**config.mk**
```make
export PLATFORM = sky130hd
export DESIGN_NAME = dmfw_ring_probe
export DESIGN_NICKNAME = d
export VERILOG_FILES = /design/src/rtl/assert_macros.svh /design/src/rtl/dmfw_pkg.sv /design/src/rtl/dmfw_ring_probe.sv
export SDC_FILE = /design/constraint.sdc
export NUM_CORES = 1
export LEC_CHECK = 0
export ABC_AREA = 1
export BUFFER_PORTS_ARGS = -buffer_cell sky130_fd_sc_hd__buf_2
export CORE_UTILIZATION = 47
export DETAILED_ROUTE_END_ITERATION = 16
export GPL_TIMING_DRIVEN = 1
export PLACE_DENSITY = 0.72
export REMOVE_ABC_BUFFERS = 1
export SYNTH_ARGS = -nofsm -noshare
export SYNTH_HDL_FRONTEND = slang
export SYNTH_SLANG_ARGS = --single-unit
```
**constraint.sdc**
```tcl
create_clock -name vclk -period 9.6
set_clock_uncertainty 0.2 [all_clocks]
set_input_delay 1.44 -clock vclk [all_inputs]
set_output_delay 1.44 -clock vclk [all_outputs]
set_load 0.02 [all_outputs]
```
**src/rtl/assert_macros.svh**
```systemverilog
// ----------------------------------------------------------------------------
// assert_macros.svh
// Concurrent assertion helpers shared by the RTL. Empty under synthesis.
// ----------------------------------------------------------------------------
`ifndef ASSERT_MACROS_SVH
`define ASSERT_MACROS_SVH

`ifndef SYNTHESIS

// same-cycle implication, checked out of reset
`define DMFW_ASSERT_IMP(label, clk, rst_n, ante, cons) \
    label: assert property (@(posedge clk) disable iff (!rst_n) (ante) |-> (cons)) \
        else $error("same-cycle implication violated");

// next-cycle implication, checked out of reset
`define DMFW_ASSERT_NXT(label, clk, rst_n, ante, cons) \
    label: assert property (@(posedge clk) disable iff (!rst_n) (ante) |=> (cons)) \
        else $error("next-cycle implication violated");

`else

`define DMFW_ASSERT_IMP(label, clk, rst_n, ante, cons)
`define DMFW_ASSERT_NXT(label, clk, rst_n, ante, cons)

`endif

`endif

```
**src/rtl/dmfw_pkg.sv**
```systemverilog
// ----------------------------------------------------------------------------
// dmfw_pkg
// Shared constants for the depth map forward warp / hole fill block.
// ----------------------------------------------------------------------------
package dmfw_pkg;

    // default sizing
    localparam int DEF_MAX_WIDTH     = 1024;
    localparam int DEF_MAX_HEIGHT    = 512;
    localparam int DEF_FILL_RADIUS   = 5;
    localparam int DEF_FRACTION_BITS = 4;

    // fixed field widths
    localparam int DEPTH_W      = 8;
    localparam int COORD_W      = 17;
    localparam int KIND_W       = 2;
    localparam int WIDTH_REG_W  = 11;
    localparam int HEIGHT_REG_W = 10;
    localparam int CFG_DATA_W   = 11;
    localparam int CFG_INDEX_W  = 1;

    // register reset values
    localparam logic [WIDTH_REG_W-1:0]  RST_IMAGE_WIDTH  = WIDTH_REG_W'(640);
    localparam logic [HEIGHT_REG_W-1:0] RST_IMAGE_HEIGHT = HEIGHT_REG_W'(480);

    // register indexes
    localparam logic [CFG_INDEX_W-1:0] CFG_IMAGE_WIDTH  = 1'b0;
    localparam logic [CFG_INDEX_W-1:0] CFG_IMAGE_HEIGHT = 1'b1;

    // commands
    localparam logic CMD_LOAD = 1'b0;
    localparam logic CMD_EMIT = 1'b1;

    // source kinds
    localparam logic [KIND_W-1:0] KIND_DIRECT = 2'd0;
    localparam logic [KIND_W-1:0] KIND_FILLED = 2'd1;
    localparam logic [KIND_W-1:0] KIND_NONE   = 2'd2;

endpackage

```
**src/rtl/dmfw_ring_probe.sv**
```systemverilog
// ----------------------------------------------------------------------------
// dmfw_ring_probe
// Address unit for the hole search: nudges the ring centre away from the
// borders and forms one neighbour of ring k with its in-image flag.
// ----------------------------------------------------------------------------
module dmfw_ring_probe
    import dmfw_pkg::*;
#(
    parameter int MAX_WIDTH   = DEF_MAX_WIDTH,
    parameter int MAX_HEIGHT  = DEF_MAX_HEIGHT,
    parameter int FILL_RADIUS = DEF_FILL_RADIUS
)
(
    input  logic [$clog2(MAX_HEIGHT)-1:0]     row,
    input  logic [$clog2(MAX_WIDTH)-1:0]      col,
    input  logic [$clog2(FILL_RADIUS+1)-1:0]  k,
    input  logic [2:0]                        n,
    input  logic [$clog2(MAX_WIDTH+1)-1:0]    w_eff,
    input  logic [$clog2(MAX_HEIGHT+1)-1:0]   h_eff,
    output logic [$clog2(MAX_HEIGHT)+$clog2(MAX_WIDTH)-1:0] addr,
    output logic                              inb
);

    localparam int RW  = $clog2(MAX_HEIGHT);
    localparam int CW  = $clog2(MAX_WIDTH);
    localparam int RSW = $clog2(MAX_HEIGHT + 1) + 2;
    localparam int CSW = $clog2(MAX_WIDTH + 1) + 2;

    localparam logic signed [RSW-1:0] ONE_R = RSW'(1);
    localparam logic signed [CSW-1:0] ONE_C = CSW'(1);

    logic signed [RSW-1:0] a, hs, kr, r;
    logic signed [CSW-1:0] b, ws, kc, c;
    logic                  r_up, r_dn, c_up, c_dn;

    // neighbour order: down, up, right, left, then the four diagonals
    always_comb
    begin
        r_up = 1'b0;
        r_dn = 1'b0;
        c_up = 1'b0;
        c_dn = 1'b0;
        unique case (n)
            3'd0: r_up = 1'b1;
            3'd1: r_dn = 1'b1;
            3'd2: c_up = 1'b1;
            3'd3: c_dn = 1'b1;
            3'd4: begin r_up = 1'b1; c_up = 1'b1; end
            3'd5: begin r_up = 1'b1; c_dn = 1'b1; end
            3'd6: begin r_dn = 1'b1; c_dn = 1'b1; end
            3'd7: begin r_dn = 1'b1; c_up = 1'b1; end
        endcase
    end

    // centre adjust near the borders, then offset by k
    always_comb
    begin
        a  = $signed(RSW'(row));
        hs = $signed(RSW'(h_eff));
        kr = $signed(RSW'(k));
        b  = $signed(CSW'(col));
        ws = $signed(CSW'(w_eff));
        kc = $signed(CSW'(k));

        if (a == hs - kr)
        begin
            a = a - ONE_R;
        end
        else if (a == kr - ONE_R)
        begin
            a = a + ONE_R;
        end

        if (b == ws - kc)
        begin
            b = b - ONE_C;
        end
        else if (b == kc - ONE_C)
        begin
            b = b + ONE_C;
        end

        r = r_up ? a + kr : (r_dn ? a - kr : a);
        c = c_up ? b + kc : (c_dn ? b - kc : b);

        inb  = (r >= 0) && (r < hs) && (c >= 0) && (c < ws);
        addr = {r[RW-1:0], c[CW-1:0]};
    end

endmodule

```
==> out/summary.txt <==
Outcome: finished, final reports clean
Final Power: 233 uW
Critical path launch point type: input pin
Global-route wire length before repair: 19.5 mm
Die Y: 94.9 um
Die width: 94.9 um
Sequential area share after synthesis: 0%
FFs & Latches: 0
Hold Startpoint: n[2]
WHS Endpoint: addr[10]
PD cells: 52.2 nW/um2
Final Slew Violations: 0
CP required: 7.96 ns
Gp weighted congestion: 0.886
Worst slew margin: 47.5%
Fmax: 121 MHz
Largest stage delay on the critical path: 0.54 ns
Most frequent cells in the layout: nand2_1, inv_1, nor2_1, nand3_1, buf_2
Clk_buf instances: 0
Worst EP arrival: 6.61 ns
Most common cell after layout, fill and taps aside: nand2_1
CP max FO: 11
Setup WS post-layout: 1.35 ns
IO Count: 66
Critical Setup Path Class: in -> out
Drt first pass iters: 4
Fraction of layout cells with a size suffix above 1: 17.1%
Total gr overflow: 0
Min-Delay Path Depth: 6
Largest net degree at the start of global routing: 16
Unrepaired setup endpoints after global routing: no
MaxCap Viol Count: 0
Hold_buf cts: 0
Drt via density: 5.22
Warnings from Yosys: 0
Setup-failing EPs final: 0
DP HPWL: 10.3 mm
Drt drc: 0
Multiplexer area fraction after synthesis: 0%
Synth Area in XOR/XNOR: 11.9%
Synth Area in Compound Gates: 8.34%
Post-route ant nets: 0
Crit end category: output port
Final Cell Area: 4460 um2
Synth cell types: 43
Final hold violations: 0
Sum Neg Setup Slack: 0 ns
Mapped Avg Cell Area: 5.54 um2
DRT iter0 DRCs: 264
Routed wire length: 11.8 mm
Site Rows: 33
Crit path top cell by count: nand2_1
Slowest-stage cell, CP: o31ai_1
Starting Density: 48.8%
Post-CTS sizing: 0
Final period utilization: 86.0%
Simple-gate share of the synthesized area: 50.0%
Dpl cell area: 4460 um2
Synth top area share: 18.3%
Nets: 887
Worst slew pin tran: 0.781 ns
Vias in the first global route: 4221
Total GRT Usage: 27.1%
Core Box Area: 8300 um2
Post-layout minimum cycle time: 8.25 ns
Port Buf Inserts: 66
Synth Instances: 732
Synth Cell Area: 4050 um2
Leak Pwr: 0.00252 uW
Vias: 4658
DP Worst Slack: 1.39 ns
Synth area leader: nand2_1
# Post-CTS Setup Buffers: 0
Initial antenna violation count: 0
Adder-cell share of the synthesized area: 16.9%
Wire per inst: 13.2 um
Hold Crit Class: in -> out
Register area: 0 um2
DIE AREA: 9000 um2
Antenna cell count: 0
VDD IR max: 0.0000275 V
Synthesis-to-layout area growth: 10.0%
Largest family of logic cells by synthesized area: simple AND/OR/NAND/NOR gates
Top cells by area, synth: nand2_1, ha_1, inv_1
metal layers:
| metal | vias up | part of all wire (%) | GRT usage (%) |
|---|---|---|---|
| met1 | 2096 | 49 | 39.0 |
| met5 | - | 0 | 0 |
| met2 | 133 | 46 | 45.4 |
| met3 | 10 | 4.4 | 0.966 |
| li1 | 2419 | - | - |
| met4 | 0 | 1.0 | 4.17 |
worst max-delay path, delay by kind of cell:
family	cells	cell delay (ns)
and+or+nand+nor	16	1.61
AOI/OAI and AO/OA	5	1.16
adders and majority gates	4	1.29
buffers and inverters	6	0.68
xor gates and xnor gates	2	0.41
how the worst max path moves through the flow:
| stage | from | endpoint | slack (ns) |
|---|---|---|---|
| final | k[0] | inb | 1.35 |
| after global routing | k[0] | inb | 0.75 |
| after CTS | k[1] | inb | 1.36 |
| after detailed placement | k[0] | inb | 1.39 |
| after global placement | k[0] | inb | 1.47 |
| after floorplan | w_eff[0] | inb | 2.03 |
per-stage QoR:
stage / utilization [%] / hold WS [ns] / cells
5_1_grt: 53.7 / 3.34 / 893
2_1_floorplan: - / 2.99 / 722
6_report: 53.7 / 3.26 / 893
3_3_place_gp: 53.7 / 3.25 / 893
3_5_place_dp: 53.7 / 3.27 / 893
4_1_cts: 53.7 / 3.27 / 893
synthesized netlist by cell type, drive strengths merged:
| library cell | n |
|---|---|
| nand3 | 75 |
| o22ai | 2 |
| and2 | 1 |
| a211oi | 3 |
| a2bb2oi | 1 |
| xor2 | 37 |
| and3 | 1 |
| a21oi | 20 |
| nor2 | 108 |
| nor4 | 1 |
| xnor2 | 17 |
| nor3 | 14 |
| buf | 6 |
| clkbuf | 4 |
| inv | 123 |
| o31ai | 2 |
| nand3b | 8 |
| or2 | 7 |
| o211ai | 2 |
| fa | 6 |
| clkinv | 2 |
| o21ai | 23 |
| nand2 | 212 |
| nand4 | 10 |
| a31oi | 1 |
| a221oi | 1 |
| ha | 45 |
where the power goes:
group          switching, uW  internal [uW]  total (uW)
sequential                 0              0           0
combinational            153           80.0         233
clock                      0              0           0
final cells by class:
cell class,count,area (um2)
Inverter,125,469
Tap cell,105,131
Multi-Input combinational cell,597,3530
Timing Repair Buffer,66,330
Fill cell,901,3840
cells by family (layout without fill, tap and decap cells):
group | after synthesis | count (layout)
and+or+nand+nor | 437 | 437
adders and majority gates | 51 | 51
AOI/OAI and AO/OA | 55 | 55
buffers and inverters | 135 | 191
xor gates and xnor gates | 54 | 54
(Power assumes the default switching activity.)
