**config.mk**
```make
export PLATFORM = sky130hd
export DESIGN_NAME = dmfw_divider
export DESIGN_NICKNAME = d
export VERILOG_FILES = /design/src/rtl/assert_macros.svh /design/src/rtl/dmfw_pkg.sv /design/src/rtl/dmfw_divider.sv
export SDC_FILE = /design/constraint.sdc
export NUM_CORES = 1
export LEC_CHECK = 0
export BUFFER_PORTS_ARGS = -buffer_cell sky130_fd_sc_hd__clkbuf_2
export CAP_MARGIN = 20
export CORE_AREA = 5 5 92 94
export CTS_BUF_LIST = sky130_fd_sc_hd__clkbuf_8 sky130_fd_sc_hd__clkbuf_16
export DETAILED_ROUTE_END_ITERATION = 8
export DIE_AREA = 0 0 97 99
export SETUP_SLACK_MARGIN = 0.02
export SLEW_MARGIN = 5
export SYNTH_ARGS = -nofsm -noshare
export SYNTH_HDL_FRONTEND = slang
export SYNTH_SLANG_ARGS = --single-unit
```
**constraint.sdc**
```tcl
create_clock -name clk -period 3.2 [get_ports clk]
set_clock_uncertainty 0.15 [all_clocks]
set_input_delay 0.64 -clock clk [delete_from_list [all_inputs] [get_ports clk]]
set_output_delay 0.64 -clock clk [all_outputs]
set_load 0.01 [all_outputs]
```
**src/rtl/assert_macros.svh**
```systemverilog
// ----------------------------------------------------------------------------
// assert_macros.svh
// Concurrent assertion helpers shared by the RTL. Empty under synthesis.
// ----------------------------------------------------------------------------
`ifndef ASSERT_MACROS_SVH
`define ASSERT_MACROS_SVH

`ifndef SYNTHESIS

// same-cycle implication, checked out of reset
`define DMFW_ASSERT_IMP(label, clk, rst_n, ante, cons) \
    label: assert property (@(posedge clk) disable iff (!rst_n) (ante) |-> (cons)) \
        else $error("same-cycle implication violated");

// next-cycle implication, checked out of reset
`define DMFW_ASSERT_NXT(label, clk, rst_n, ante, cons) \
    label: assert property (@(posedge clk) disable iff (!rst_n) (ante) |=> (cons)) \
        else $error("next-cycle implication violated");

`else

`define DMFW_ASSERT_IMP(label, clk, rst_n, ante, cons)
`define DMFW_ASSERT_NXT(label, clk, rst_n, ante, cons)

`endif

`endif

```
**src/rtl/dmfw_pkg.sv**
```systemverilog
// ----------------------------------------------------------------------------
// dmfw_pkg
// Shared constants for the depth map forward warp / hole fill block.
// ----------------------------------------------------------------------------
package dmfw_pkg;

    // default sizing
    localparam int DEF_MAX_WIDTH     = 1024;
    localparam int DEF_MAX_HEIGHT    = 512;
    localparam int DEF_FILL_RADIUS   = 5;
    localparam int DEF_FRACTION_BITS = 4;

    // fixed field widths
    localparam int DEPTH_W      = 8;
    localparam int COORD_W      = 17;
    localparam int KIND_W       = 2;
    localparam int WIDTH_REG_W  = 11;
    localparam int HEIGHT_REG_W = 10;
    localparam int CFG_DATA_W   = 11;
    localparam int CFG_INDEX_W  = 1;

    // register reset values
    localparam logic [WIDTH_REG_W-1:0]  RST_IMAGE_WIDTH  = WIDTH_REG_W'(640);
    localparam logic [HEIGHT_REG_W-1:0] RST_IMAGE_HEIGHT = HEIGHT_REG_W'(480);

    // register indexes
    localparam logic [CFG_INDEX_W-1:0] CFG_IMAGE_WIDTH  = 1'b0;
    localparam logic [CFG_INDEX_W-1:0] CFG_IMAGE_HEIGHT = 1'b1;

    // commands
    localparam logic CMD_LOAD = 1'b0;
    localparam logic CMD_EMIT = 1'b1;

    // source kinds
    localparam logic [KIND_W-1:0] KIND_DIRECT = 2'd0;
    localparam logic [KIND_W-1:0] KIND_FILLED = 2'd1;
    localparam logic [KIND_W-1:0] KIND_NONE   = 2'd2;

endpackage

```
**src/rtl/dmfw_divider.sv**
```systemverilog
// ----------------------------------------------------------------------------
// dmfw_divider
// Restoring divider, one quotient bit per cycle. Used to turn the raster
// position back into row and column after the frame size changes.
// ----------------------------------------------------------------------------
module dmfw_divider
    import dmfw_pkg::*;
#(
    parameter int DIVIDEND_W = $clog2(DEF_MAX_WIDTH * DEF_MAX_HEIGHT),
    parameter int DIVISOR_W  = $clog2(DEF_MAX_WIDTH + 1)
)
(
    input  logic                  clk,
    input  logic                  rst_n,
    input  logic                  start,
    input  logic [DIVIDEND_W-1:0] dividend,
    input  logic [DIVISOR_W-1:0]  divisor,
    output logic                  done,
    output logic [DIVIDEND_W-1:0] quotient,
    output logic [DIVISOR_W-1:0]  remainder
);

    localparam int CNT_W = $clog2(DIVIDEND_W + 1);

    logic [CNT_W-1:0]      cnt_reg;
    logic                  done_reg;
    logic [DIVIDEND_W-1:0] work_reg;
    logic [DIVIDEND_W-1:0] work_next;
    logic [DIVISOR_W-1:0]  rem_reg;
    logic [DIVISOR_W-1:0]  rem_next;
    logic [DIVISOR_W-1:0]  div_reg;
    logic [DIVISOR_W:0]    rem_sh;
    logic [DIVISOR_W:0]    rem_sub;
    logic                  fits;

    // one restoring step
    always_comb
    begin
        rem_sh    = {rem_reg, work_reg[DIVIDEND_W-1]};
        fits      = rem_sh >= {1'b0, div_reg};
        rem_sub   = rem_sh - {1'b0, div_reg};
        rem_next  = fits ? rem_sub[DIVISOR_W-1:0] : rem_sh[DIVISOR_W-1:0];
        work_next = {work_reg[DIVIDEND_W-2:0], fits};
    end

    // step counter and done pulse
    always_ff @(posedge clk or negedge rst_n)
    begin
        if (!rst_n)
        begin
            cnt_reg  <= '0;
            done_reg <= 1'b0;
        end
        else
        begin
            done_reg <= 1'b0;
            if (start)
            begin
                cnt_reg <= CNT_W'(DIVIDEND_W);
            end
            else if (cnt_reg != '0)
            begin
                cnt_reg  <= cnt_reg - CNT_W'(1);
                done_reg <= (cnt_reg == CNT_W'(1));
            end
        end
    end

    // datapath
    always_ff @(posedge clk)
    begin
        if (start)
        begin
            work_reg <= dividend;
            rem_reg  <= '0;
            div_reg  <= divisor;
        end
        else if (cnt_reg != '0)
        begin
            work_reg <= work_next;
            rem_reg  <= rem_next;
        end
    end

    assign done      = done_reg;
    assign quotient  = work_reg;
    assign remainder = rem_reg;

endmodule

```
==> qor.yml, run 1 <==
wl_per_cell_um: 14.01
port_buffers: 63
synth_fa_ha_area_frac: 0.07558
cts_sinks: 47
synth_nets: 274
grt_start_max_net_pins: 21
reg2reg_to: "quotient[0]"
crit_path_end_kind: "flip-flop"
final-setup-viol-count: 0
via_per_inst: 4.942
synth_cell_types: 48
placeableCoreArea_sq_um: 7567
die_area_sq_um: 9603
start_util: 0.3413
drv_slew: 0
clk_pin_slew_ns: 0.10
place_hpwl_um: 4236
synth_flop_cell: "edfxtp_1"
syn_area_per_cell_sq_um: 11.43
synth_xor_xnor_area_share: 0.02035
crit_type: "reg2reg"
max_stage_delay_ns: 0.51
die_w_um: 97
p_per_area_nw_per_um2: 663.0
required_ns: 3.10
first_pass_iters: 4
synth_compound_gate_area_share: 0.1395
num_rows: 32
ys_ff_latch: 47
tightest_slew_ns: 0.5156
drv_cap: 0
r2r_slack_ns: 0.39
antenna_left: 0
drive_above_1_share: 0.3345
nFillCells: 763
area_growth_pct: 21.27
slowest_stage: "or4_4"
io_pins: 64
final_cells: 398
rsz0062_at_grt: "false"
fmax_mhz: 355.7
die_y_um: 99
cts_tree: "yes"
gp_congestion: 0.8430
synth_area_sq_um: 2582
worstPathArrival_ns: 2.71
yosys_warnings: 0
ctsHoldBuffers: 1
drc: 0
postCtsSetupRepairBufs: 0
whs_endpoint: "div_reg[10]"
synth_mux_area_frac: 0.1139
status: "complete, no violations"
r2r_cells: 8
hold_violations: 0
grt.overflow.total: 0
root_buffer: "clkbuf_8"
async_flop_share: 0.1277
path_delay_family: "compound AO/OA/AOI/OAI gates"
largest_reg_flops: 19
tns_ns: 0
p_leak_nw: 1.448
synth-simple-area-share: 0.1177
crit_chain: "inv_1 -> ha_1 -> fa_1 -> nor2b_1 -> o22a_1 -> or4_4 -> a21o_1 -> mux2_2"
synth_top_family_by_area: "compound AO/OA/AOI/OAI gates"
wl_um: 5577
peakVddDrop_mv: 0.3533
worstPathMaxFanout: 11
grt_pass1_vias: 1886
synth_common_cells: "30 x edfxtp_1, 19 x mux2_2, 18 x inv_1"
antenna_found_initial: 0
synth_edf_count: 30
startpoint_type: "flip-flop"
grt_pass1_wl_um: 9190
rr_startpoint: "quotient[18]"
syn_inst: 226
cts_buffer_depth: 2
hold_path_class: "in2reg"
seq_area_frac_synth: 0.4922
num-nets-final: 343
fin_crit_sh: 0.8787
clk_latency_ns: 0.30
drt_first_iter_violations: 140
synth_top_area_share: 0.3488
htreeDepth: 2
cts_buffers: 5
synth_top_area_cell: "edfxtp_1"
insertedDiodeCount: 0
synth_area_leaders: "edfxtp_1 35%, dfxtp_1 8.5%, mux2_2 8.3%, ha_1 6.8%, dfrtp_1 5.8%"
slew_headroom: 0.6562
dp.cells: 389
worstHoldPathCells: 1
post-route-min-period_ns: 2.812
grt_usage: 0.1173
cts_resized: 0
synth.most_common_cell: "edfxtp_1"
num_vias: 1967
worst-path-buf-inv: 1
hp-start: "divisor[10]"
[through the flow]
| stage | util | cell area [sq um] | total power [mW] | hold WS, ns | worst slack, ns |
|---|---|---|---|---|---|
| 4_1_cts | 0.4139 | 3132 | 2.092 | 0.3498 | 0.3781 |
| 5_1_grt | 0.4139 | 3132 | 2.226 | 0.3384 | 0.1441 |
| 3_5_place_dp | 0.4008 | 3033 | 1.713 | 0.3257 | 0.3930 |
| 2_1_floorplan | - | 2582 | 1.466 | 0.1944 | 0.5484 |
| 6_report | 0.4139 | 3132 | 2.076 | 0.3571 | 0.3883 |
| 3_3_place_gp | 0.4008 | 3033 | 1.703 | 0.3247 | 0.4705 |
[where the power goes]
part	internal (mW)	total (mW)	leakage [nW]	switching, mW
Combinational	0.397	0.865	0.930	0.468
Clock	0.154	0.371	0.0460	0.217
Sequential	0.756	0.840	0.472	0.0840
[metal layers]
layer | global-route usage | share of wire | vias up
li1 | - | - | 982
met1 | 0.1547 | 0.48 | 937
met2 | 0.1900 | 0.46 | 42
met3 | 0.03185 | 0.053 | 6
met4 | 0.03240 | 0.012 | 0
met5 | 0 | 0 | -
[logic make-up (layout without fill, tap and decap cells)]
logic type | after synthesis | in the layout
flip-flops | 47 | 47
XOR/XNOR | 6 | 6
adder cells (fa/ha/maj) | 15 | 15
multiplexers | 27 | 27
buffers and inverters | 26 | 96
AO/OA/AOI/OAI | 49 | 49
AND/OR/NAND/NOR | 56 | 56
[final cells by class]
| type | count | area, sq um | share of cell area |
|---|---|---|---|
| Inverter | 18 | 67.56 | 0.02157 |
| Multi-Input combinational cell | 153 | 1206 | 0.3851 |
| Clock inverter | 3 | 20.02 | 0.006392 |
| Sequential cell | 47 | 1271 | 0.4059 |
| Tap cell | 102 | 127.6 | 0.04075 |
| Clock buffer | 5 | 68.82 | 0.02197 |
| Timing Repair Buffer | 70 | 370.4 | 0.1183 |
[worst max path at each step]
| stage | startpoint | endpoint | slack [ns] | depth (start not counted) |
|---|---|---|---|---|
| finish | quotient[18] | quotient[0] | 0.39 | 8 |
| global route | quotient[18] | remainder[5] | 0.14 | 9 |
| CTS | quotient[18] | quotient[0] | 0.38 | 8 |
| detailed placement | quotient[18] | quotient[0] | 0.39 | 8 |
| global placement | quotient[18] | quotient[0] | 0.47 | 8 |
| floorplan | quotient[18] | quotient[0] | 0.55 | 9 |
[cell usage in the layout (no fill, tap or decap), types with 2 or more instances in the layout]
master    instances
a211oi_1          6
a21o_1            8
a21oi_1           5
a311oi_1          2
a31oi_1           3
and4b_1           2
buf_4             6
clkbuf_2         63
clkbuf_8          5
dfrtp_1           6
dfxtp_1          11
edfxtp_1         30
ha_1             14
inv_1            19
mux2_2           19
mux2i_1           8
nand2_1          11
nand2b_1          4
nand3_1           2
nand3b_1          3
nand4_1           3
nor2_1           16
nor2b_1           2
nor3_1            5
nor3b_1           2
o21a_1            6
o21ai_0           4
o21ai_1           2
o31ai_1           2
xnor2_1           4
xor2_1            2
No activity file was read; power rests on OpenSTA's default activity.
==> inputs of run 2 (changes only) <==
--- a/config.mk
+++ b/config.mk
@@ -11,6 +11,7 @@
 export CTS_BUF_LIST = sky130_fd_sc_hd__clkbuf_8 sky130_fd_sc_hd__clkbuf_16
 export DETAILED_ROUTE_END_ITERATION = 8
 export DIE_AREA = 0 0 97 99
+export RECOVER_POWER = 50
 export SETUP_SLACK_MARGIN = 0.02
 export SLEW_MARGIN = 5
 export SYNTH_ARGS = -nofsm -noshare
==> run 2 against run 1 <==
Effect of this change:
- hold slack barely moved
- count of clock-buffer cells in the layout did not move
- sequential cell count did not move
- register-to-register slack barely moved
- power fell by 0.97%
- routed wire length rose by 0.47%
- highest routed layer unchanged
==> qor.yml, run 2 (synthesized netlist as in run 1, its figures left out) <==
grt_usage: 0.1173  # unchanged
drive_above_1_share: 0.2230  # was 0.3345
postCtsSetupRepairBufs: 0  # unchanged
via_per_inst: 4.960  # was 4.942
grt.overflow.total: 0  # unchanged
placeableCoreArea_sq_um: 7567  # unchanged
wl_per_cell_um: 14.08  # was 14.01 um
num_rows: 32  # unchanged
clk_pin_slew_ns: 0.10  # about the same
antenna_left: 0  # unchanged
status: "complete, no violations"  # unchanged
slew_headroom: 0.3407  # was 0.6562
p_leak_nw: 1.343  # was 1.448 nW
drv_cap: 0  # unchanged
ctsHoldBuffers: 1  # unchanged
io_pins: 64  # unchanged
crit_path_end_kind: "flip-flop"  # unchanged
rsz0062_at_grt: "false"  # unchanged
p_per_area_nw_per_um2: 667.0  # was 663.0 nW/um^2
r2r_cells: 8  # unchanged
crit_type: "reg2reg"  # unchanged
worstHoldPathCells: 1  # unchanged
worstPathMaxFanout: 11  # unchanged
root_buffer: "clkbuf_8"  # unchanged
required_ns: 3.10  # about the same
num-nets-final: 343  # unchanged
grt_pass1_wl_um: 9190  # unchanged
die_y_um: 99  # unchanged
hold_path_class: "in2reg"  # unchanged
mostFrequentLayoutCells: "33 x clkbuf_2, 33 x clkbuf_1, 30 x edfxtp_1, 19 x inv_1, 19 x mux2_2"  # was 63 x clkbuf_2, 30 x edfxtp_1, 19 x inv_1, 19 x mux2_2, 16 x nor2_1
startpoint_type: "flip-flop"  # unchanged
gp_congestion: 0.8430  # unchanged
cts_sinks: 47  # unchanged
first_pass_iters: 4  # unchanged
num_vias: 1974  # was 1967
place_hpwl_um: 4236  # unchanged
port_buffers: 63  # unchanged
largest_reg_flops: 19  # unchanged
drc: 0  # unchanged
cts_buffer_depth: 2  # unchanged
worstPathArrival_ns: 2.71  # about the same
cts_buffers: 5  # unchanged
grt_pass1_vias: 1886  # unchanged
area_growth_pct: 19.38  # was 21.27%
nFillCells: 777  # was 763
fin_crit_sh: 0.8788  # was 0.8787
clk_latency_ns: 0.30  # about the same
tns_ns: 0  # unchanged
wl_um: 5603  # was 5577 um
drv_slew: 0  # unchanged
fmax_mhz: 355.6  # was 355.7 MHz
start_util: 0.3413  # unchanged
drt_first_iter_violations: 162  # was 140
hold_violations: 0  # unchanged
htreeDepth: 2  # unchanged
peakVddDrop_mv: 0.3520  # was 0.3533 mV
p_total_mw: 2.056  # was 2.076 mW
cts_tree: "yes"  # unchanged
cts_resized: 0  # unchanged
grt_start_max_net_pins: 21  # unchanged
die_area_sq_um: 9603  # unchanged
insertedDiodeCount: 0  # unchanged
post-route-min-period_ns: 2.812  # about the same
antenna_found_initial: 0  # unchanged
die_w_um: 97  # unchanged
tightest_slew_ns: 0.9889  # was 0.5156 ns
final-setup-viol-count: 0  # unchanged
[run 2: cell types whose count changed in the layout (fill, tap and decap cells not counted), sizes merged]
cell	previous run	this run
clkbuf	68	71
buf	6	3
[run 2: final timing paths]
| kind | to | slack (ns) | startpoint |
|---|---|---|---|
| min in group asynchronous | cnt_reg[2] | 0.58 | rst_n |
| hold reg to reg | remainder[5] | 0.37 | remainder[4] |
| setup / recovery | quotient[0] | 0.39 | quotient[18] |
| max in group asynchronous | cnt_reg[1] | 2.08 | rst_n |
| hold / removal | div_reg[0] | 0.36 | divisor[0] |
| setup reg to reg | quotient[0] | 0.39 | quotient[18] |
[run 2: metal layers]
metal,vias up,GRT usage,part of all wire
li1,985,-,-
met1,941,0.1547,0.48
met2,42,0.1900,0.46
met3,6,0.03185,0.052
met4,0,0.03240,0.012
met5,-,0,0
[run 2: worst max-delay path, stage by stage (launching register included)]
cell and delay (ns):
edfxtp_1 0.39, inv_1 0.09, ha_1 0.18, fa_1 0.22
nor2b_1 0.07, o22a_1 0.22, or4_4 0.51, a21o_1 0.38
mux2_2 0.34
[run 2: area by class of cell]
| type | instances | area (sq um) | area share |
|---|---|---|---|
| Sequential cell | 47 | 1271 | 0.4123 |
| Multi-Input combinational cell | 153 | 1206 | 0.3912 |
| Timing Repair Buffer | 70 | 321.6 | 0.1043 |
| Tap cell | 102 | 127.6 | 0.04140 |
| Clock buffer | 5 | 68.82 | 0.02232 |
| Inverter | 18 | 67.56 | 0.02192 |
| Clock inverter | 3 | 20.02 | 0.006493 |
[run 2: power by group]
part	internal, mW	switching [mW]
registers	0.756	0.0838
clock network	0.154	0.216
logic	0.376	0.470
total	1.29	0.769
[run 2: per-stage QoR]
step,hold slack (ns),instances,worst slack (ns),utilization,cell area [sq um]
3_5_place_dp,0.3257,389,0.3930,0.4008,3033
5_1_grt,0.3384,398,0.1383,0.4074,3083
6_report,0.3567,398,0.3878,0.4074,3083
3_3_place_gp,0.3247,389,0.4705,0.4008,3033
4_1_cts,0.3498,398,0.3781,0.4139,3132
2_1_floorplan,0.1944,226,0.5484,-,2582
==> inputs of run 3 (changes only) <==
--- a/config.mk
+++ b/config.mk
@@ -7,10 +7,10 @@
 export LEC_CHECK = 0
 export BUFFER_PORTS_ARGS = -buffer_cell sky130_fd_sc_hd__clkbuf_2
 export CAP_MARGIN = 20
-export CORE_AREA = 5 5 92 94
+export CORE_AREA = 5 5 109 80
 export CTS_BUF_LIST = sky130_fd_sc_hd__clkbuf_8 sky130_fd_sc_hd__clkbuf_16
 export DETAILED_ROUTE_END_ITERATION = 8
-export DIE_AREA = 0 0 97 99
+export DIE_AREA = 0 0 114 85
 export RECOVER_POWER = 50
 export SETUP_SLACK_MARGIN = 0.02
 export SLEW_MARGIN = 5
==> run 3 against run 2 <==
Effect of this change:
- cell count down 0.50%
- first-iteration DRC count shrank 53%
- sequential power barely moved
- die area increased by 0.91%
- global-route usage grew 0.24 points
- combinational power down 1%
- non-clock buffer count down 1
- hold slack got worse by 0.012 ns
- sequential cell count is the same
- largest power group is now sequential cells
==> qor.yml, run 3 (synthesized netlist as in run 1, its figures left out) <==
num-nets-final: 342  # was 343
final-setup-viol-count: 0  # unchanged
die_y_um: 85  # was 99 um
drive_above_1_share: 0.2508  # was 0.2230
clk_pin_slew_ns: 0.10  # about the same
postCtsSetupRepairBufs: 0  # unchanged
hold_slack_ns: 0.3446  # was 0.3567 ns
worstPathArrival_ns: 2.75  # was 2.71 ns
die_w_um: 114  # was 97 um
tns_ns: 0  # unchanged
placeableCoreArea_sq_um: 7601  # was 7567 sq um
cts_buffer_depth: 2  # unchanged
num_vias: 1928  # was 1974
grt_start_max_net_pins: 23  # was 21
whs_endpoint: "div_reg[5]"  # was div_reg[0]
drt_first_iter_violations: 76  # was 162
htreeDepth: 2  # unchanged
insertedDiodeCount: 0  # unchanged
grt_usage: 0.1197  # was 0.1173
nFillCells: 782  # was 777
largest_reg_flops: 19  # unchanged
grt.overflow.total: 0  # unchanged
wl_per_cell_um: 14.21  # was 14.08 um
slew_headroom: 0.2782  # was 0.3407
fin_crit_sh: 0.8819  # was 0.8788
io_pins: 64  # unchanged
rsz0062_at_grt: "false"  # unchanged
ctsHoldBuffers: 1  # unchanged
max_stage_delay_ns: 0.52  # was 0.51 ns
antenna_found_initial: 0  # unchanged
slowest_stage: "or4_4"  # unchanged
p_per_area_nw_per_um2: 663.2  # was 667.0 nW/um^2
startpoint_type: "flip-flop"  # unchanged
hold_violations: 0  # unchanged
crit_path_end_kind: "flip-flop"  # unchanged
post-route-min-period_ns: 2.822  # was 2.812 ns
clk_latency_ns: 0.31  # was 0.30 ns
drv_cap: 0  # unchanged
path_delay_family: "compound AO/OA/AOI/OAI gates"  # unchanged
rr_startpoint: "quotient[18]"  # unchanged
grt_pass1_vias: 1913  # was 1886
worstPathMaxFanout: 11  # unchanged
num_rows: 27  # was 32
start_util: 0.3398  # was 0.3413
first_pass_iters: 4  # unchanged
cts_resized: 0  # unchanged
crit_type: "reg2reg"  # unchanged
r2r_cells: 8  # unchanged
p_leak_nw: 1.366  # was 1.343 nW
drv_slew: 0  # unchanged
status: "complete, no violations"  # unchanged
crit_chain: "inv_1 -> ha_1 -> fa_1 -> nor2b_1 -> o22a_1 -> or4_4 -> a21o_1 -> mux2_2"  # unchanged
port_buffers: 63  # unchanged
peakVddDrop_mv: 0.2805  # was 0.3520 mV
area_growth_pct: 19.62  # was 19.38%
r2r_slack_ns: 0.38  # was 0.39 ns
place_hpwl_um: 4260  # was 4236 um
via_per_inst: 4.869  # was 4.960
cp.depth: 8  # unchanged
hp-start: "divisor[5]"  # was divisor[0]
mostFrequentLayoutCells: "40 x clkbuf_2, 30 x edfxtp_1, 25 x clkbuf_1, 19 x mux2_2, 18 x inv_1"  # was 33 x clkbuf_2, 33 x clkbuf_1, 30 x edfxtp_1, 19 x inv_1, 19 x mux2_2
grt_pass1_wl_um: 9349  # was 9190 um
reg2reg_to: "quotient[0]"  # unchanged
worstHoldPathCells: 1  # unchanged
final_common_cell: "clkbuf_2"
fmax_mhz: 354.4  # was 355.6 MHz
hold_path_class: "in2reg"  # unchanged
wl_um: 5628  # was 5603 um
cts_buffers: 5  # unchanged
drc: 0  # unchanged
required_ns: 3.12  # was 3.10 ns
cts_tree: "yes"  # unchanged
tightest_slew_ns: 1.083  # was 0.9889 ns
worst-path-buf-inv: 1  # unchanged
gp_congestion: 0.8442  # was 0.8430
antenna_left: 0  # unchanged
die_area_sq_um: 9690  # was 9603 sq um
cts_sinks: 47  # unchanged
root_buffer: "clkbuf_8"  # unchanged
[run 3: final cells by class]
type | count | area (sq um) | share of cell area
clock buffers | 5 | 68.82 | 0.02228
clock inverters | 3 | 22.52 | 0.007290
inverters | 18 | 67.56 | 0.02187
multi-input cells | 153 | 1206 | 0.3904
flip-flops and latches | 47 | 1271 | 0.4115
well taps | 101 | 126.4 | 0.04091
repair buffers | 69 | 326.6 | 0.1057
[run 3: report_power, final]
| part | internal [mW] | switching (mW) |
|---|---|---|
| logic | 0.379 | 0.455 |
| registers | 0.757 | 0.0823 |
| clock network | 0.157 | 0.218 |
[run 3: per-layer routing]
layer	wire, um	track usage	up-vias
li1	-	-	982
met1	2974	0.1803	903
met2	2310	0.1637	38
met3	272	0.03279	5
met4	70	0.03883	0
met5	0	0	-
[run 3: worst max-delay path by stage]
stage                       from           end
floorplan           quotient[18]   quotient[0]
global placement    quotient[18]   quotient[0]
detailed placement  quotient[18]   quotient[0]
CTS                 quotient[18]   quotient[0]
global route        quotient[18]  remainder[5]
finish              quotient[18]   quotient[0]
[run 3: per-stage QoR]
step	total power, mW	utilization	worst slack (ns)	instances	cell area, sq um
final	2.049	0.4064	0.3779	396	3089
after global routing	2.204	0.4064	0.1909	396	3089
after CTS	2.094	0.4112	0.3734	396	3126
after detailed placement	1.705	0.3979	0.3854	387	3024
after global placement	1.703	0.3979	0.4492	387	3024
after floorplan	1.466	-	0.5484	226	2582
